File: src/rtl/core/dctm_pkg.sv
// Shared types, constants and elaboration-time table builders for the drive/clip/tone stage.
// No dependencies; used by dctm_mul and drive_clip_tone_mix_stage.
package dctm_pkg;

  localparam int DEF_SAMPLE_RATE_HZ   = 48000;
  localparam int DEF_LOW_CUTOFF_HZ    = 200;
  localparam int DEF_HIGH_CUTOFF_HZ   = 2000;
  localparam int DEF_TANH_TABLE_DEPTH = 256;

  localparam int SAMPLE_W = 24;
  localparam int GAIN_W   = 16;
  localparam int WET_W    = 15;
  localparam int CFG_IDX_W = 3;

  // shared multiplier geometry
  localparam int MUL_A_W = 36;
  localparam int MUL_B_W = 32;
  localparam int MUL_P_W = MUL_A_W + MUL_B_W;

  localparam int TANH_W   = 21;
  localparam int CLIP_EDGE = 1572864;   // 1.5 in Q20, 3 * 2^19
  localparam int UNITY_Q20 = 1048576;
  localparam int SAT_MAX  = 8388607;
  localparam int SAT_MIN  = -8388608;
  localparam longint unsigned TWO_PI_Q24 = 64'd105414357;
  localparam int RECIP3_16   = 43691;    // floor(v/3) = (v*43691)>>17 for v < 2^16
  localparam int RECIP3_23   = 2796203;  // floor(v/3) = (v*2796203)>>23 for v < 2^23

  typedef enum logic [CFG_IDX_W-1:0] {
    REG_INPUT_GAIN  = 3'd0,
    REG_DRIVE_GAIN  = 3'd1,
    REG_CLIP_ENABLE = 3'd2,
    REG_BASS_GAIN   = 3'd3,
    REG_TREBLE_GAIN = 3'd4,
    REG_WET_MIX     = 3'd5,
    REG_OUTPUT_GAIN = 3'd6
  } cfg_reg_t;

  typedef struct packed {
    logic signed [SAMPLE_W-1:0] left_sample;
    logic signed [SAMPLE_W-1:0] right_sample;
    logic                       left_present;
    logic                       right_present;
  } in_word_t;

  typedef struct packed {
    logic signed [SAMPLE_W-1:0] left_out;
    logic signed [SAMPLE_W-1:0] right_out;
  } out_word_t;

  // shift-and-subtract quotient, evaluated at elaboration only
  function automatic longint unsigned udiv(input longint unsigned n,
                                           input longint unsigned d);
    longint unsigned q;
    longint unsigned r;
    q = '0;
    r = '0;
    for (int b = 63; b >= 0; b--) begin
      r = {r[62:0], n[b]};
      if (r >= d) begin
        r    = r - d;
        q[b] = 1'b1;
      end
    end
    return q;
  endfunction

  // Taylor series of exp in Q24, evaluated at elaboration only
  function automatic longint unsigned exp_q24(input longint unsigned z);
    longint unsigned sum;
    longint unsigned term;
    bit              done;
    sum  = 64'd1 << 24;
    term = 64'd1 << 24;
    done = 1'b0;
    for (int k = 1; k < 80; k++) begin
      if (!done) begin
        term = udiv((term * z) >> 24, longint'(k));
        if (term == 0) done = 1'b1;
        else sum = sum + term;
      end
    end
    return sum;
  endfunction

  function automatic longint unsigned make_alpha(input int fc, input int fs);
    longint unsigned z;
    longint unsigned e;
    z = udiv(TWO_PI_Q24 * longint'(fc), longint'(fs));
    e = exp_q24(z);
    return udiv((64'd1 << 54) + e / 2, e);
  endfunction

  function automatic logic [TANH_W-1:0] tanh_entry(input int i, input int depth);
    longint unsigned y;
    longint unsigned e;
    longint unsigned num;
    longint unsigned den;
    longint unsigned v;
    y   = udiv((64'd3 * longint'(i)) << 24, longint'(depth));
    e   = exp_q24(y);
    num = e - (64'd1 << 24);
    den = e + (64'd1 << 24);
    v   = udiv((num << 20) + den / 2, den);
    return v[TANH_W-1:0];
  endfunction

  // shift right rounding half away from zero
  function automatic logic signed [MUL_P_W-1:0] rshr(input logic signed [MUL_P_W-1:0] v,
                                                     input int sh);
    logic signed [MUL_P_W-1:0] half;
    logic signed [MUL_P_W-1:0] adj;
    half = MUL_P_W'(1) <<< (sh - 1);
    adj  = v + half - (v[MUL_P_W-1] ? MUL_P_W'(1) : MUL_P_W'(0));
    return adj >>> sh;
  endfunction

endpackage

File: src/rtl/core/dctm_mul.sv
// Shared signed multiplier with a registered product.
// Depends on dctm_pkg for operand widths.
module dctm_mul
  import dctm_pkg::*;
(
  input  logic                      clk,
  input  logic signed [MUL_A_W-1:0] mul_a,
  input  logic signed [MUL_B_W-1:0] mul_b,
  output logic signed [MUL_P_W-1:0] mul_p
);

  logic signed [MUL_P_W-1:0] p_r;

  always_ff @(posedge clk) begin
    p_r <= MUL_P_W'(mul_a) * MUL_P_W'(mul_b);
  end

  assign mul_p = p_r;

endmodule

File: config.mk
export PLATFORM = sky130hd
export DESIGN_NAME = dctm_mul
export DESIGN_NICKNAME = d
export VERILOG_FILES = /design/src/rtl/core/dctm_pkg.sv /design/src/rtl/core/dctm_mul.sv
export SDC_FILE = /design/constraint.sdc
export NUM_CORES = 2
export LEC_CHECK = 0
export ABC_AREA = 1
export BUFFER_PORTS_ARGS = -buffer_cell sky130_fd_sc_hd__buf_2
export CAP_MARGIN = 25
export CORE_UTILIZATION = 45
export DETAILED_ROUTE_END_ITERATION = 7
export GPL_TIMING_DRIVEN = 0
export SLEW_MARGIN = 20
export SYNTH_ARGS = -nofsm -noshare
export SYNTH_HDL_FRONTEND = slang
export SYNTH_SLANG_ARGS = --single-unit
File: constraint.sdc
create_clock -name clk -period 18.7 [get_ports clk]
set_input_delay 1.87 -clock clk [delete_from_list [all_inputs] [get_ports clk]]
set_output_delay 1.87 -clock clk [all_outputs]
set_load 0.1 [all_outputs]
==> key figures <==
Outcome
  – Run status: complete, no violations

Route
  – Residual DRC: 0
  – Total vias in the final route: between 30000 and 40000
  – Vias per cell: roughly 5.2
  – Initial DRC Count: 3864
  – Routed Wire Length: approximately 180 mm
  – Wirelength per Cell: 25.3 um
  – Post-route ant nets: 0
  – Total iterations of the first detailed-routing run: 6

STA
  – Post-route fraction of the period consumed by the critical path: 0.561
  – Fmax: approximately 95 MHz
  – Max-slew violations: 0
  – Headroom to the max-slew limit: 0.140
  – Transition time of the tightest slew-check pin: between 1000 and 1500 ps
  – Post-route minimum period: roughly 10000 ps
  – Final hold violations: 0
  – Unrepaired setup endpoints after global routing: false
  – Final number of setup-violating endpoints: 0
  – Total negative setup slack: 0 ps

Finish
  – Flip-flop count of the largest register after layout: between 60 and 70
  – # fillers: 9778
  – Final nets: ~7300
  – Sequential cell area in the final layout: around 0.0014 sq mm
  – Commonest cells after routing, fill and taps aside: sky130_fd_sc_hd__inv_1 (1891), sky130_fd_sc_hd__nand2_1 (1635), sky130_fd_sc_hd__fa_1 (1201), sky130_fd_sc_hd__clkbuf_1 (201), sky130_fd_sc_hd__ha_1 (192)
  – Most common cell after layout, fill and taps aside: sky130_fd_sc_hd__inv_1
  – Multi-input combinational cell area: approximately 0.035 sq mm
  – P&R area growth vs syn: 6.34%
  – Layout cell share with drive strength beyond 1: 0.0439

Clock network
  – Cell chosen for the clock root: sky130_fd_sc_hd__clkbuf_16
  – Total CTS buffers: 9
  – Post-CTS Repair Setup Buffers: 0
  – Clock tree from TritonCTS: built
  – # hold bufs at CTS: 0
  – Clk slew on worst S/H paths: around 90 ps
  – Count of H-tree levels built during CTS: 3
  – Bufs on Longest Clock Path: 2
  – Total of cells resized after clock tree synthesis: 0
  – Num Clock Sinks: 68

Worst setup path
  – Classification of the worst setup path: primary input to flop
  – Setup crit end kind: flop
  – Crit-path max FO: 10
  – Kind of start point of the critical path: primary input
  – Required time reported for the critical path endpoint: between 15000 and 20000 ps
  – Data arrival time of the critical path: ~11000 ps

Logic synthesis
  – Synthesized area: 0.0444 sq mm
  – Post-synthesis sequential element count: 68
  – Mapped Cells: ~5700
  – Average footprint of a synthesized cell: 7.83 sq um
  – Compound-cell area share of the yosys netlist: 0.0122
  – Area share of fa/ha/maj cells after synthesis: 0.597
  – Top area cells in the synthesized netlist: sky130_fd_sc_hd__fa_1 (54%), sky130_fd_sc_hd__inv_1 (16%), sky130_fd_sc_hd__nand2_1 (14%), sky130_fd_sc_hd__ha_1 (5.4%), sky130_fd_sc_hd__dfxtp_1 (3.1%)
  – Post-synthesis mux area share: 0
  – Synth top area share: 0.543
  – Synth Net Count: approximately 7100
  – Xor-xnor portion of the synthesized cell area: 0.00671
  – Unique masters post-synth: 36
  – Sequential cell area fraction in the yosys report: 0.0307
  – Warnings from Yosys: 0
  – Cell taking the most area after synthesis: sky130_fd_sc_hd__fa_1
  – Area fraction in and, or, nand and nor cells after synthesis: 0.173
  – Main combinational cell family by area after synthesis: adder cells

Floorplanning
  – Total I/O pin count: ~140
  – Core area: about 0.097 sq mm
  – Vert. Die Dim: ~320 um
  – Area of the die: roughly 0.1 sq mm
  – Initial Util: 0.457
  – Horizontal extent of the die: 316 um
  – Number of rows in the core area: between 100 and 150

GRT
  – First-pass GRT wire length: 262 mm
  – Number of global-route vias before repair: between 30000 and 40000
  – Remaining global-route overflow: 0
  – Number of antenna violations at the first check in global routing: 7
  – Largest net degree at the start of global routing: 26
  – Total track usage: 0.373

Place
  – Final weighted congestion in routability-driven placement: ~1.1
  – Total of buffers placed on input and output ports: ~110
  – Half-perimeter wire length after placement: approximately 150 mm

Run
  – Max_cap viols: 0

Worst hold path
  – Kind of path behind the tightest hold check: primary input to flop
-- kinds of logic after synthesis --
kind of cell	after synthesis
AO/OA/AOI/OAI	97
XOR/XNOR	34
adder cells (fa/ha/maj)	1394
buffers and inverters	2139
flip-flops	68
AND/OR/NAND/NOR	1932
-- area by class of cell --
cell class	instances	area share
multi-input cells	3457	0.741
plain buffers	235	0.0196
flip-flops and latches	68	0.0289
clock inverters	7	0.00157
repair buffers	130	0.0182
diodes	6	0.000318
well taps	1276	0.0339
clock buffers	9	0.00478
inverters	1904	0.152
-- metal layers --
| layer | GRT usage | wire length [um] | part of all wire | vias to the layer above |
|---|---|---|---|---|
| met5 | 0 | 37 | 0.00021 | - |
| met4 | 0.200 | 12100 | 0.067 | 2 |
| met3 | 0.0876 | 20000 | 0.11 | 491 |
| met2 | 0.567 | 78800 | 0.44 | 2105 |
| met1 | 0.496 | 68500 | 0.38 | 18700 |
| li1 | - | - | - | 15600 |
-- through the flow --
stage	hold WS (ps)	util	instances	area (sq um)	worst slack, ps
2_1_floorplan	1970	-	5664	44400	10040
5_1_grt	1840	0.485	7086	47100	7900
3_5_place_dp	2190	0.482	7067	46800	8040
3_3_place_gp	2190	0.478	7045	46500	8010
4_1_cts	1790	0.485	7083	47100	8380
6_report	1800	0.486	7092	47200	8200
-- critical path: stages --
cell and delay, ps:
sky130_fd_sc_hd__clkbuf_1 530, sky130_fd_sc_hd__clkbuf_1 780, sky130_fd_sc_hd__nand2_1 100, sky130_fd_sc_hd__inv_1 100
sky130_fd_sc_hd__fa_1 410, sky130_fd_sc_hd__inv_1 250, sky130_fd_sc_hd__fa_1 550, sky130_fd_sc_hd__inv_1 180
sky130_fd_sc_hd__fa_1 480, sky130_fd_sc_hd__fa_1 910, sky130_fd_sc_hd__inv_1 450, sky130_fd_sc_hd__fa_1 600
sky130_fd_sc_hd__inv_1 60, sky130_fd_sc_hd__fa_1 530, sky130_fd_sc_hd__inv_1 50, sky130_fd_sc_hd__fa_1 660
sky130_fd_sc_hd__inv_1 100, sky130_fd_sc_hd__fa_1 460, sky130_fd_sc_hd__ha_1 440, sky130_fd_sc_hd__nand2_1 100
sky130_fd_sc_hd__inv_1 80, sky130_fd_sc_hd__nand2_1 110, sky130_fd_sc_hd__nor3_2 240, sky130_fd_sc_hd__nand2_1 160
sky130_fd_sc_hd__nor3_1 160, sky130_fd_sc_hd__nand2_1 160, sky130_fd_sc_hd__nand3_1 130, sky130_fd_sc_hd__nand2_1 80
-- path summary, 6_finish.rpt --
| check | from | to | slack, ps | depth (start not counted) |
|---|---|---|---|---|
| worst max-delay path | mul_b[7] | mul_p[62] | 8200 | 28 |
| worst min-delay path | mul_a[0] | mul_p[0] | 1800 | 3 |
-- cell usage after synthesis --
cell                       count
sky130_fd_sc_hd__inv_1      1891
sky130_fd_sc_hd__nand2_1    1635
sky130_fd_sc_hd__fa_1       1202
sky130_fd_sc_hd__clkbuf_1    231
sky130_fd_sc_hd__ha_1        192
sky130_fd_sc_hd__nor2_1      118
sky130_fd_sc_hd__nand3_1      72
sky130_fd_sc_hd__dfxtp_1      68
sky130_fd_sc_hd__a21oi_1      62
sky130_fd_sc_hd__xor2_1       32
sky130_fd_sc_hd__nand2_2      27
sky130_fd_sc_hd__nand4_1      20
sky130_fd_sc_hd__nor2_2       16
sky130_fd_sc_hd__o21bai_1     16
sky130_fd_sc_hd__o21ai_0      14
sky130_fd_sc_hd__nor3_1       12
sky130_fd_sc_hd__inv_2        10
sky130_fd_sc_hd__or2_2         7
sky130_fd_sc_hd__nor3_2        6
sky130_fd_sc_hd__buf_1         4
sky130_fd_sc_hd__a21oi_2       3
sky130_fd_sc_hd__and2_1        3
sky130_fd_sc_hd__clkinv_1      3
sky130_fd_sc_hd__nand3_2       3
sky130_fd_sc_hd__nand3b_1      3
sky130_fd_sc_hd__nor4_1        3
sky130_fd_sc_hd__xnor2_1       2
sky130_fd_sc_hd__a21o_1        1
sky130_fd_sc_hd__and2_0        1
sky130_fd_sc_hd__and3_1        1
sky130_fd_sc_hd__nand2_4       1
sky130_fd_sc_hd__nand2b_1      1
sky130_fd_sc_hd__nor2_4        1
sky130_fd_sc_hd__nor3_4        1
sky130_fd_sc_hd__nor4_2        1
sky130_fd_sc_hd__o21ai_1       1
Power is left out: the tool's default activity adds up to more than one toggle a clock period on the data nets, which glitch-free logic cannot reach.
